==> config.mk <==
export PLATFORM = sky130hd
export DESIGN_NAME = rate_monotonic_task_scheduler_top
export DESIGN_NICKNAME = d
export VERILOG_FILES = /design/src/hw/rtl/rms_pkg.sv /design/src/hw/rtl/rms_divider.sv /design/src/hw/rtl/rate_monotonic_task_scheduler_top.sv
export SDC_FILE = /design/constraint.sdc
export NUM_CORES = 2
export LEC_CHECK = 0
export BUFFER_PORTS_ARGS = -buffer_cell sky130_fd_sc_hd__buf_2
export CAP_MARGIN = 20
export CELL_PAD_IN_SITES_DETAIL_PLACEMENT = 1
export CELL_PAD_IN_SITES_GLOBAL_PLACEMENT = 1
export CORE_ASPECT_RATIO = 1.5
export CORE_MARGIN = 1.5
export CORE_UTILIZATION = 59
export DETAILED_ROUTE_END_ITERATION = 6
export GPL_ROUTABILITY_DRIVEN = 0
export PLACE_DENSITY = 0.94
export RECOVER_POWER = 25
export SYNTH_ARGS = -nofsm -noshare
export SYNTH_HDL_FRONTEND = slang
export SYNTH_SLANG_ARGS = --single-unit
==> constraint.sdc <==
create_clock -name clk -period 18.78 [get_ports clk]
set_input_delay 1.878 -clock clk [delete_from_list [all_inputs] [get_ports clk]]
set_output_delay 1.878 -clock clk [all_outputs]
set_load 0.02 [all_outputs]
==> src/hw/rtl/rms_pkg.sv <==
// Package for the rate-monotonic task scheduler.
// Holds the table depth, word types, codes and constants; no dependencies.
package rms_pkg;
  localparam int MaxTasks = 16;
  localparam int SlotW = $clog2(MaxTasks);

  localparam logic [1:0] MODE_REG = 2'd0;
  localparam logic [1:0] MODE_YIELD = 2'd1;
  localparam logic [1:0] MODE_DEREG = 2'd2;
  localparam logic [1:0] MODE_TICK = 2'd3;

  localparam logic [2:0] ST_OK = 3'd0;
  localparam logic [2:0] ST_INVALID = 3'd1;
  localparam logic [2:0] ST_DUP = 3'd2;
  localparam logic [2:0] ST_NOTFOUND = 3'd3;
  localparam logic [2:0] ST_OVER = 3'd4;
  localparam logic [2:0] ST_FULL = 3'd5;

  localparam logic [1:0] RS_RUNNING = 2'd0;
  localparam logic [1:0] RS_READY = 2'd1;
  localparam logic [1:0] RS_SLEEPING = 2'd2;

  localparam logic [9:0] THRESH_RESET = 10'd693;
  localparam logic [9:0] SHARE_SCALE = 10'd1000;

  typedef struct packed {
    logic [1:0]  mode;
    logic [21:0] task_id;
    logic [19:0] task_period;
    logic [19:0] compute_ms;
  } in_word_t;

  typedef struct packed {
    logic [2:0]  status;
    logic        running_valid;
    logic [21:0] running_task_id;
    logic        preempted_valid;
    logic [21:0] preempted_task_id;
    logic [14:0] total_share;
  } out_word_t;

  typedef struct packed {
    logic        start;
    logic [29:0] dividend;
    logic [19:0] divisor;
  } div_req_t;
endpackage

==> src/hw/rtl/rms_divider.sv <==
// Restoring divider, one quotient bit per cycle, for the share calculation.
// Depends on rms_pkg.
module rms_divider (
  input  logic              clk,
  input  logic              rst_n,
  input  rms_pkg::div_req_t req,
  output logic              done,
  output logic [9:0]        quotient
);
  logic [29:0] rem_r, rem_nxt;
  logic [29:0] quo_r, quo_nxt;
  logic [19:0] dsr_r, dsr_nxt;
  logic [4:0]  cnt_r, cnt_nxt;
  logic        busy_r, busy_nxt;
  logic        done_r, done_nxt;
  logic [29:0] trial;

  always_comb begin
    rem_nxt = rem_r;
    quo_nxt = quo_r;
    dsr_nxt = dsr_r;
    cnt_nxt = cnt_r;
    busy_nxt = busy_r;
    done_nxt = 1'b0;
    trial = {rem_r[28:0], quo_r[29]};
    if (req.start) begin
      rem_nxt = '0;
      quo_nxt = req.dividend;
      dsr_nxt = req.divisor;
      cnt_nxt = 5'd0;
      busy_nxt = 1'b1;
    end else if (busy_r) begin
      if (trial >= {10'd0, dsr_r}) begin
        rem_nxt = trial - {10'd0, dsr_r};
        quo_nxt = {quo_r[28:0], 1'b1};
      end else begin
        rem_nxt = trial;
        quo_nxt = {quo_r[28:0], 1'b0};
      end
      cnt_nxt = cnt_r + 5'd1;
      if (cnt_r == 5'd29) begin
        busy_nxt = 1'b0;
        done_nxt = 1'b1;
      end
    end
  end

  always_ff @(posedge clk) begin
    if (!rst_n) begin
      busy_r <= 1'b0;
      done_r <= 1'b0;
      cnt_r <= '0;
    end else begin
      busy_r <= busy_nxt;
      done_r <= done_nxt;
      cnt_r <= cnt_nxt;
    end
    rem_r <= rem_nxt;
    quo_r <= quo_nxt;
    dsr_r <= dsr_nxt;
  end

  assign done = done_r;
  // Share never exceeds 1000, so ten bits hold it.
  assign quotient = quo_r[9:0];
endmodule

==> src/hw/rtl/rate_monotonic_task_scheduler_top.sv <==
// Rate-monotonic task scheduler: task table, admission and dispatcher.
// Depends on rms_pkg and rms_divider.
// Every command walks the slot table one slot per cycle.
// After the find scan, register divides and sums shares; tick scans timers; tick and good yield
// then scan for the best task and dispatch. The result strobes in the first idle cycle after.
// Synchronous active-low reset clears the used bits, current task and clock, and reloads the threshold.
module rate_monotonic_task_scheduler_top (
  input  logic               clk,
  input  logic               rst_n,
  input  logic               start,
  output logic               busy,
  input  rms_pkg::in_word_t  in_word,
  output logic               out_strobe,
  output rms_pkg::out_word_t out_word,
  input  logic               cfg_we,
  input  logic [9:0]         cfg_wdata
);
  typedef enum logic [8:0] {
    S_IDLE  = 9'b000000001,
    S_FIND  = 9'b000000010,
    S_DIV   = 9'b000000100,
    S_SUM   = 9'b000001000,
    S_CMD   = 9'b000010000,
    S_TIMER = 9'b000100000,
    S_BEST  = 9'b001000000,
    S_DISP  = 9'b010000000,
    S_DONE  = 9'b100000000
  } state_t;

  localparam int SW = rms_pkg::SlotW;
  localparam int NT = rms_pkg::MaxTasks;

  state_t state_r, state_nxt;
  logic [9:0]  thresh_r;
  logic [NT-1:0] used_r;
  logic [21:0] tid_r [NT];
  logic [19:0] per_r [NT];
  logic [9:0]  share_r [NT];
  logic [1:0]  rs_r [NT];
  logic [NT-1:0] rset_r, armed_r;
  logic [31:0] rel_r [NT];
  logic        cur_v_r;
  logic [SW-1:0] cur_r;
  logic [31:0] now_r;

  rms_pkg::in_word_t cmd_r;
  logic [SW-1:0] idx_r;
  logic        hit_r, free_v_r, best_v_r, fired_r, pre_v_r;
  logic [SW-1:0] hit_s_r, free_s_r, best_s_r;
  logic [14:0] total_r;
  logic [9:0]  share_new_r;
  logic [2:0]  status_r;
  logic [21:0] pre_id_r;
  logic        strobe_r, strobe_nxt;
  logic        yield_ok;
  rms_pkg::out_word_t out_r;

  rms_pkg::div_req_t dreq;
  logic        ddone;
  logic [9:0]  dq;

  rms_divider u_div (.clk(clk), .rst_n(rst_n), .req(dreq), .done(ddone), .quotient(dq));

  logic [SW-1:0] ix;
  logic          last;
  logic [31:0]   diff;
  assign ix = idx_r;
  assign last = (idx_r == SW'(NT - 1));
  assign diff = now_r - rel_r[ix];
  assign busy = (state_r != S_IDLE);

  // A successful yield leaves S_CMD toward the dispatch scan.
  assign yield_ok = (cmd_r.mode == rms_pkg::MODE_YIELD) && (cmd_r.task_id != '0) && hit_r &&
                    (rs_r[hit_s_r] == rms_pkg::RS_RUNNING ||
                     rs_r[hit_s_r] == rms_pkg::RS_SLEEPING);
  assign strobe_nxt = ((state_r == S_CMD) && !yield_ok) || (state_r == S_DISP);

  always_comb begin
    state_nxt = state_r;
    unique case (state_r)
      S_IDLE:  if (start) state_nxt = S_FIND;
      S_FIND: begin
        if (last) begin
          unique case (cmd_r.mode)
            rms_pkg::MODE_REG: state_nxt = S_DIV;
            rms_pkg::MODE_TICK: state_nxt = S_TIMER;
            default: state_nxt = S_CMD;
          endcase
        end
      end
      S_DIV:   if (ddone) state_nxt = S_SUM;
      S_SUM:   if (last) state_nxt = S_CMD;
      S_CMD:   state_nxt = yield_ok ? S_BEST : S_DONE;
      S_TIMER: if (last) state_nxt = S_BEST;
      S_BEST:  if (last) state_nxt = S_DISP;
      S_DISP:  state_nxt = S_DONE;
      S_DONE:  state_nxt = S_IDLE;
      default: state_nxt = S_IDLE;
    endcase
  end

  always_comb begin
    dreq.start = (state_r == S_FIND) && last && (cmd_r.mode == rms_pkg::MODE_REG);
    dreq.dividend = 30'(cmd_r.compute_ms) * 30'(rms_pkg::SHARE_SCALE);
    dreq.divisor = cmd_r.task_period;
  end

  logic bad_args;
  assign bad_args = (cmd_r.task_id == '0) || (cmd_r.task_period == '0) ||
                    (cmd_r.compute_ms == '0) || (cmd_r.compute_ms > cmd_r.task_period);

  always_ff @(posedge clk) begin
    if (!rst_n) begin
      state_r <= S_IDLE;
      thresh_r <= rms_pkg::THRESH_RESET;
      used_r <= '0;
      cur_v_r <= 1'b0;
      cur_r <= '0;
      now_r <= '0;
      strobe_r <= 1'b0;
    end else begin
      state_r <= state_nxt;
      strobe_r <= strobe_nxt;
      if (cfg_we) thresh_r <= cfg_wdata;
      unique case (state_r)
        S_IDLE: begin
          if (start) begin
            cmd_r <= in_word;
            idx_r <= '0;
            hit_r <= 1'b0;
            free_v_r <= 1'b0;
            best_v_r <= 1'b0;
            fired_r <= 1'b0;
            pre_v_r <= 1'b0;
            pre_id_r <= '0;
            status_r <= rms_pkg::ST_OK;
            total_r <= '0;
            if (in_word.mode == rms_pkg::MODE_TICK) now_r <= now_r + 32'd1;
          end
        end
        S_FIND: begin
          if (used_r[ix] && tid_r[ix] == cmd_r.task_id && !hit_r) begin
            hit_r <= 1'b1;
            hit_s_r <= ix;
          end
          if (!used_r[ix] && !free_v_r) begin
            free_v_r <= 1'b1;
            free_s_r <= ix;
          end
          idx_r <= last ? '0 : idx_r + 1'b1;
        end
        S_DIV: begin
          if (ddone) begin
            share_new_r <= dq;
            total_r <= 15'(dq);
          end
        end
        S_SUM: begin
          if (used_r[ix]) total_r <= total_r + 15'(share_r[ix]);
          idx_r <= last ? '0 : idx_r + 1'b1;
        end
        S_CMD: begin
          unique case (cmd_r.mode)
            rms_pkg::MODE_REG: begin
              if (bad_args) status_r <= rms_pkg::ST_INVALID;
              else if (hit_r) status_r <= rms_pkg::ST_DUP;
              else if (total_r > 15'(thresh_r)) status_r <= rms_pkg::ST_OVER;
              else if (!free_v_r) status_r <= rms_pkg::ST_FULL;
              else begin
                used_r[free_s_r] <= 1'b1;
                tid_r[free_s_r] <= cmd_r.task_id;
                per_r[free_s_r] <= cmd_r.task_period;
                share_r[free_s_r] <= share_new_r;
                rs_r[free_s_r] <= rms_pkg::RS_SLEEPING;
                rset_r[free_s_r] <= 1'b0;
                armed_r[free_s_r] <= 1'b0;
              end
            end
            rms_pkg::MODE_DEREG: begin
              if (cmd_r.task_id == '0) status_r <= rms_pkg::ST_INVALID;
              else if (!hit_r) status_r <= rms_pkg::ST_NOTFOUND;
              else begin
                if (cur_v_r && cur_r == hit_s_r) cur_v_r <= 1'b0;
                used_r[hit_s_r] <= 1'b0;
                armed_r[hit_s_r] <= 1'b0;
              end
            end
            default: begin
              // Yield: failures end here, success goes on to dispatch.
              if (cmd_r.task_id == '0) status_r <= rms_pkg::ST_INVALID;
              else if (!hit_r) status_r <= rms_pkg::ST_NOTFOUND;
              else if (rs_r[hit_s_r] != rms_pkg::RS_RUNNING &&
                       rs_r[hit_s_r] != rms_pkg::RS_SLEEPING)
                status_r <= rms_pkg::ST_INVALID;
              else begin
                rs_r[hit_s_r] <= rms_pkg::RS_SLEEPING;
                rel_r[hit_s_r] <= (rset_r[hit_s_r] ? rel_r[hit_s_r] : now_r) +
                                  32'(per_r[hit_s_r]);
                rset_r[hit_s_r] <= 1'b1;
                armed_r[hit_s_r] <= 1'b1;
                fired_r <= 1'b1;
              end
            end
          endcase
        end
        S_TIMER: begin
          if (used_r[ix] && armed_r[ix] && !diff[31]) begin
            armed_r[ix] <= 1'b0;
            if (rs_r[ix] == rms_pkg::RS_SLEEPING) rs_r[ix] <= rms_pkg::RS_READY;
            fired_r <= 1'b1;
          end
          idx_r <= last ? '0 : idx_r + 1'b1;
        end
        S_BEST: begin
          if (used_r[ix] && rs_r[ix] == rms_pkg::RS_READY &&
              (!best_v_r || per_r[ix] < per_r[best_s_r])) begin
            best_v_r <= 1'b1;
            best_s_r <= ix;
          end
          idx_r <= last ? '0 : idx_r + 1'b1;
        end
        S_DISP: begin
          if (fired_r) begin
            if (!cur_v_r) begin
              if (best_v_r) begin
                rs_r[best_s_r] <= rms_pkg::RS_RUNNING;
                cur_r <= best_s_r;
                cur_v_r <= 1'b1;
              end
            end else if (rs_r[cur_r] == rms_pkg::RS_SLEEPING) begin
              if (best_v_r) begin
                rs_r[best_s_r] <= rms_pkg::RS_RUNNING;
                cur_r <= best_s_r;
              end else cur_v_r <= 1'b0;
            end else if (rs_r[cur_r] == rms_pkg::RS_RUNNING) begin
              if (best_v_r && per_r[best_s_r] < per_r[cur_r]) begin
                rs_r[cur_r] <= rms_pkg::RS_READY;
                rs_r[best_s_r] <= rms_pkg::RS_RUNNING;
                pre_v_r <= 1'b1;
                pre_id_r <= tid_r[cur_r];
                cur_r <= best_s_r;
              end
            end
          end
        end
        S_DONE: ;
        default: ;
      endcase
    end
  end

  // The result word is registered from the updated table, together with the output strobe.
  always_ff @(posedge clk) begin
    if (!rst_n) out_strobe <= 1'b0;
    else out_strobe <= strobe_r;
    out_r.status <= status_r;
    out_r.running_valid <= cur_v_r;
    out_r.running_task_id <= cur_v_r ? tid_r[cur_r] : '0;
    out_r.preempted_valid <= pre_v_r;
    out_r.preempted_task_id <= pre_id_r;
    out_r.total_share <= (cmd_r.mode == rms_pkg::MODE_REG && !bad_args && !hit_r) ?
                         total_r : '0;
  end
  assign out_word = out_r;

  a_no_start_busy: assert property (@(posedge clk) disable iff (!rst_n)
    out_strobe |-> $past(busy)) else $error("result without a command");
  a_idle_quiet: assert property (@(posedge clk) disable iff (!rst_n)
    (state_r == S_IDLE) |-> !strobe_r) else $error("strobe while idle");
  a_pre_run: assert property (@(posedge clk) disable iff (!rst_n)
    (out_strobe && out_word.preempted_valid) |-> out_word.running_valid)
    else $error("preemption with nothing running");
endmodule
==> load_flow_metrics.sql, run 1 <==
INSERT INTO impl_metrics (metric_group, metric, value, unit) VALUES
('run_status', 'error_that_ended_the_run', '[ERROR GRT-0232] Routing congestion too high. Check the congestion heatmap in the GUI.', ''),
('clocking', 'cts_resized', '0', ''),
('clocking', 'cts_hold_buffers', '0', ''),
('grt', 'sum_of_overflow_across_all_layers_after_global_routing', '93', ''),
('floorplan', 'boundaryPins', '144', ''),
('clocking', 'cts.sinks', '1783', ''),
('clocking', 'clock_tree_buf_depth', '3', ''),
('synthesis', 'yosys_register_bits', '1783', ''),
('clocking', 'cts_made_buffers', '165', ''),
('synthesis', 'synth.avg_cell_area', '16.9', 'sq um'),
('run_status', 'failed_stage', '5_1_grt', ''),
('synthesis', 'synthesis.nets', '5786', ''),
('clocking', 'cts_max_level', '4', ''),
('synthesis', 'synth-main-ff-cell', 'sky130_fd_sc_hd__edfxtp_1', ''),
('place', 'dpl_cell_area', '94500', 'sq um'),
('run_status', 'outcome', 'stopped before the end', ''),
('synthesis', 'synth-seq-area-share', '56.2', '%'),
('floorplan', 'floorplan.die.width', '324', 'microns'),
('synthesis', 'postSynth.asyncResetShare', '0', '%'),
('synthesis', 'yosys_warning_count', '0', ''),
('floorplan', 'die_h', '485', 'microns'),
('synthesis', 'number_of_enable_type_register_cells_in_the_synthesized_netlist', '1558', ''),
('floorplan', 'floorplan.initialDensity', '59.5', '%'),
('clocking', 'cts_setup_buffers', '0', ''),
('place', 'dpl.hpwl', '207000', 'microns'),
('synthesis', 'syn-instance-count', '5405', ''),
('grt', 'grt_start_max_net_pins', '126', ''),
('synthesis', 'netlist-cell-type-count', '79', ''),
('clocking', 'root_buffer', 'sky130_fd_sc_hd__clkbuf_16', ''),
('place', 'number_of_i_o_port_buffers', '143', ''),
('grt', 'grt_util_all_layers', '61.4', '%'),
('floorplan', 'core.rowCount', '176', ''),
('synthesis', 'synth_area', '91300', 'sq um');
[cells in the mapped netlist, drive strengths merged (73+ instances only)]
library cell	instances	area, sq um
o21ai	175	876
mux4	1020	23000
nand2	162	608
a21oi	148	741
buf	104	449
fa	73	1460
dfxtp	225	4500
clkbuf	227	853
ha	230	2880
nand3	99	495
xnor2	84	736
inv	272	1020
edfxtp	1558	46800
nor2	255	957
[per-layer routing]
metal	GRT overflow	GRT usage [%]
met1	3	61.9
met2	35	79.5
met3	1	41.9
met4	54	60.1
met5	0	23.4
[cell families after synthesis]
| family | share of synthesized area [%] |
|---|---|
| flip-flops | 56.2 |
| multiplexers | 26.4 |
| AND/OR/NAND/NOR | 4.50 |
| buffers and inverters | 2.55 |
| AO/OA/AOI/OAI | 4.17 |
| adder cells (fa/ha/maj) | 4.75 |
| XOR/XNOR | 1.41 |
[stage by stage]
stage	util, %	setup slack [ns]	instances
2_1_floorplan	-	10.50	5405
3_5_place_dp	61.6	10.70	7372
3_3_place_gp	61.6	11.18	7372
4_1_cts	65.3	10.39	7683
==> run 2, diff against run 1 <==
--- a/config.mk
+++ b/config.mk
@@ -7,14 +7,11 @@
 export LEC_CHECK = 0
 export BUFFER_PORTS_ARGS = -buffer_cell sky130_fd_sc_hd__buf_2
 export CAP_MARGIN = 20
-export CELL_PAD_IN_SITES_DETAIL_PLACEMENT = 1
-export CELL_PAD_IN_SITES_GLOBAL_PLACEMENT = 1
-export CORE_ASPECT_RATIO = 1.5
 export CORE_MARGIN = 1.5
-export CORE_UTILIZATION = 59
+export CORE_UTILIZATION = 40
 export DETAILED_ROUTE_END_ITERATION = 6
 export GPL_ROUTABILITY_DRIVEN = 0
-export PLACE_DENSITY = 0.94
+export PLACE_DENSITY_LB_ADDON = 0.15
 export RECOVER_POWER = 25
 export SYNTH_ARGS = -nofsm -noshare
 export SYNTH_HDL_FRONTEND = slang
==> run 2 against run 1 <==
  * The flow now finishes, with violations (max-capacitance violations, max-slew violations)
  * Synthesized cell count unchanged
  * Synthesized area unchanged
==> load_flow_metrics.sql, run 2 <==
INSERT INTO impl_metrics (metric_group, metric, value, unit) VALUES
('synthesis', 'synthesis.nets', '5786', ''),
('floorplan', 'core.rowCount', '175', ''),
('route', 'detail_route.wirelength', '261000', 'microns'),
('power_and_ir_drop', 'leakage', '34.1', 'nW'),
('synthesis', 'netlist-cell-type-count', '79', ''),
('clocking', 'root_buffer', 'sky130_fd_sc_hd__clkbuf_16', ''),
('grt', 'grt_util_all_layers', '22.7', '%'),
('timing', 'timing_worst_slew_pin_value', '1.60', 'ns'),
('worst_setup_path', 'cp_data_required_time', '19.51', 'ns'),
('worst_setup_path', 'path_max_fanout', '39', ''),
('clocking', 'cts.reportedPaths.clkPinSlew', '0.06', 'ns'),
('floorplan', 'die_footprint', '231000', 'sq um'),
('worst_setup_path', 'cp_slowest_stage_delay', '1.05', 'ns'),
('route', 'detail_route.drc_violations', '0', ''),
('worst_setup_path', 'worstReg2RegEnd', 'rs_r[4][0]', ''),
('grt', 'first_global_vias', '54800', ''),
('floorplan', 'die_h', '481', 'microns'),
('clocking', 'cts_hold_buffers', '0', ''),
('worst_setup_path', 'crit_path_cells', 'buf_4 -> buf_4 -> buf_4 -> mux4_2 -> mux4_2 -> inv_1 -> ha_1 -> nand4_1 -> nor2_1 -> nand3_1 -> a2111oi_1 -> or2_2 -> o2111ai_1 -> nand3_1 -> a21oi_1 -> nor3_1 -> nand3b_1 -> mux2_2', ''),
('grt', 'grt_pass1_wl', '383000', 'microns'),
('synthesis', 'synth-seq-area-share', '56.2', '%'),
('power_and_ir_drop', 'report.power.total', '9.63', 'mW'),
('timing', 'setup_total_negative_slack', '0', 'ns'),
('floorplan', 'floorplan.die.width', '481', 'microns'),
('synthesis', 'yosys_warning_count', '0', ''),
('route', 'drtPass1Iterations', '5', ''),
('final_layout', 'mostFrequentLayoutCell', 'sky130_fd_sc_hd__edfxtp_1', ''),
('clocking', 'clock_tree_buf_depth', '3', ''),
('place', 'dpl.hpwl', '156000', 'microns'),
('synthesis', 'synth_most_common_cell', 'sky130_fd_sc_hd__edfxtp_1', ''),
('hold_path', 'endpoint_worst_hold', 'out_word[29]', ''),
('worst_setup_path', 'ff2ff_setup_slack', '10.32', 'ns'),
('final_layout', 'syn_to_final_growth', '12.6', '%'),
('synthesis', 'post-synth-top-area-fraction', '51.3', '%'),
('hold_path', 'timing.hold.worst.start', 'pre_id_r[14]', ''),
('clocking', 'cts_tree', 'built', ''),
('worst_setup_path', 'worstSetupPathType', 'reg2reg', ''),
('worst_setup_path', 'endpoint_kind_of_the_worst_setup_timing_path', 'register', ''),
('worst_setup_path', 'worstPathArrival', '9.19', 'ns'),
('timing', 'finalHoldViolations', '0', ''),
('route', 'drt_wl_cell', '29.8', 'microns'),
('clocking', 'cts.sinks', '1783', ''),
('timing', 'maxSlewHeadroom', '-6.87', '%'),
('place', 'number_of_i_o_port_buffers', '143', ''),
('synthesis', 'yosys_register_bits', '1783', ''),
('run_status', 'outcome', 'complete, but fails checks', ''),
('timing', 'grt_setup_unrepaired', 'false', ''),
('floorplan', 'core', '227000', 'sq um'),
('final_layout', 'fill_cells', '19500', ''),
('synthesis', 'post_synth_main_area_contributors', 'sky130_fd_sc_hd__edfxtp_1 (51%), sky130_fd_sc_hd__mux4_2 (25%), sky130_fd_sc_hd__dfxtp_1 (4.9%)', ''),
('clocking', 'cts_setup_buffers', '0', ''),
('worst_setup_path', 'cp_common_cell', 'sky130_fd_sc_hd__buf_4', ''),
('timing', 'skew', '0.101', 'ns'),
('synthesis', 'synth-main-ff-cell', 'sky130_fd_sc_hd__edfxtp_1', ''),
('final_layout', 'layout.cells.most_common_list', 'sky130_fd_sc_hd__edfxtp_1 (1,558), sky130_fd_sc_hd__mux4_2 (1,020), sky130_fd_sc_hd__inv_1 (271)', ''),
('grt', 'initial_antenna_violation_count', '14', ''),
('timing', 'hold_ws', '0.328', 'ns'),
('synthesis', 'synth_area_leader_cell', 'sky130_fd_sc_hd__edfxtp_1', ''),
('clocking', 'cts_max_level', '4', ''),
('synthesis', 'synth_area', '91300', 'sq um'),
('grt', 'sum_of_overflow_across_all_layers_after_global_routing', '0', ''),
('final_layout', 'largest_register_ff_count', '512', ''),
('timing', 'timing.final.max_slew_violations', '26', ''),
('route', 'drt_iter0_drc', '5594', ''),
('final_layout', 'biggestRegsByFlops', 'rel_r (512), tid_r (352), per_r (320)', ''),
('synthesis', 'post_synth_most_frequent_cells', 'sky130_fd_sc_hd__edfxtp_1 (1,558), sky130_fd_sc_hd__mux4_2 (1,020), sky130_fd_sc_hd__inv_1 (271)', ''),
('worst_setup_path', 'start_kind', 'register', ''),
('worst_setup_path', 'reg2reg_depth', '18', ''),
('run', 'drv.max_cap_violation_count', '1', ''),
('clocking', 'clkLatencyLatePin', '0.89', 'ns'),
('clocking', 'cts_made_buffers', '196', ''),
('synthesis', 'synth.avg_cell_area', '16.9', 'sq um'),
('timing', 'setup-violations-final', '0', ''),
('route', 'detailroute.via_count', '53100', ''),
('final_layout', 'regMostFlops', 'rel_r', ''),
('floorplan', 'floorplan.initialDensity', '40.2', '%'),
('hold_path', 'worstHoldPathType', 'reg2reg', ''),
('synthesis', 'postSynth.asyncResetShare', '0', '%'),
('clocking', 'cts_resized', '0', ''),
('final_layout', 'drive_gt1_share', '29.6', '%'),
('floorplan', 'boundaryPins', '144', ''),
('grt', 'grt_start_max_net_pins', '89', ''),
('route', 'detail_route.vias_per_cell', '6.07', ''),
('timing', 'final_period_minus_worst_setup_slack', '8.46', 'ns'),
('route', 'number_of_routed_nets_with_antenna_violations', '0', ''),
('synthesis', 'number_of_enable_type_register_cells_in_the_synthesized_netlist', '1558', ''),
('timing', 'period_share', '45.0', '%'),
('hold_path', 'hold-path-cell-count', '0', ''),
('run_status', 'violations', 'max-capacitance violations, max-slew violations', ''),
('worst_setup_path', 'slowest_stage', 'sky130_fd_sc_hd__a2111oi_1', ''),
('power_and_ir_drop', 'irDropWorstVdd', '0.0000987', 'V'),
('timing', 'fmax', '118', 'MHz'),
('final_layout', 'finish.net_count', '5942', ''),
('synthesis', 'syn-instance-count', '5405', ''),
('power_and_ir_drop', 'power_per_cell_area', '93.8', 'nW/um^2');
run 2: stage by stage:
step	instances	worst slack (ns)	utilization (%)	instance area (sq um)
after floorplan	5405	10.50	-	91300
after global placement	8345	9.96	42.2	95700
after detailed placement	8353	10.25	42.2	95800
after CTS	8724	10.21	45.2	103000
after global routing	8744	9.97	45.2	103000
final	8747	10.32	45.2	103000
run 2: worst max path at each step:
stage                          from      endpoint  slack, ns  cells past startpoint
after detailed placement   register  rel_r[5][25]      10.25                     18
after global placement     register  rel_r[4][25]       9.96                     17
after CTS                  register  rel_r[1][25]      10.21                     18
after global routing       register    rs_r[4][0]       9.97                     18
final                      register    rs_r[4][0]      10.32                     18
after floorplan           cmd_r[25]  per_r[12][0]      10.50                     12
run 2: layer usage:
metal	wire length [microns]	up-vias	global-route usage [%]	part of all wire, %
li1	-	22400	-	-
met1	110000	28400	31.2	42
met2	129000	1951	37.7	49
met3	15400	377	3.30	5.9
met4	6350	6	5.96	2.4
met5	47	-	0	0.018
run 2: cell type report:
class	count	area, sq um	area share, %
Antenna cell	4	10.0	0.00974
Clock buffer	271	5380	5.24
Clock inverter	100	1410	1.37
Inverter	273	1030	0.999
Multi-Input combinational cell	3018	37900	36.9
Sequential cell	1783	51300	50.0
Tap cell	3009	3760	3.66
Timing Repair Buffer	289	1860	1.81
run 2: cells by family (layout without fill, tap and decap cells):
family / Yosys count / count (layout) / synth area share, %
mux: 1129 / 1129 / 26.4
fa+ha+maj: 303 / 303 / 4.75
xor+xnor: 147 / 147 / 1.41
buf+inv: 604 / 933 / 2.55
flops: 1783 / 1783 / 56.2
other cells: 0 / 4 / 0
simple gates: 839 / 839 / 4.50
compound gates: 600 / 600 / 4.17
run 2: where the power goes:
group,internal [mW],switching (mW),leakage (nW)
combinational,0.567,0.667,14.9
sequential,4.32,0.0718,15.9
clock,2.34,1.67,3.25
total,7.22,2.41,34.1
run 2: critical path, delay by kind of cell (launching register included):
| family | cells | cell delay [ns] |
|---|---|---|
| AO/OA/AOI/OAI | 3 | 1.27 |
| adder cells (fa/ha/maj) | 1 | 0.15 |
| buffers and inverters | 4 | 2.07 |
| flip-flops | 1 | 0.85 |
| multiplexers | 3 | 1.40 |
| AND/OR/NAND/NOR | 7 | 2.41 |
Power figures use the tool's default switching activity.
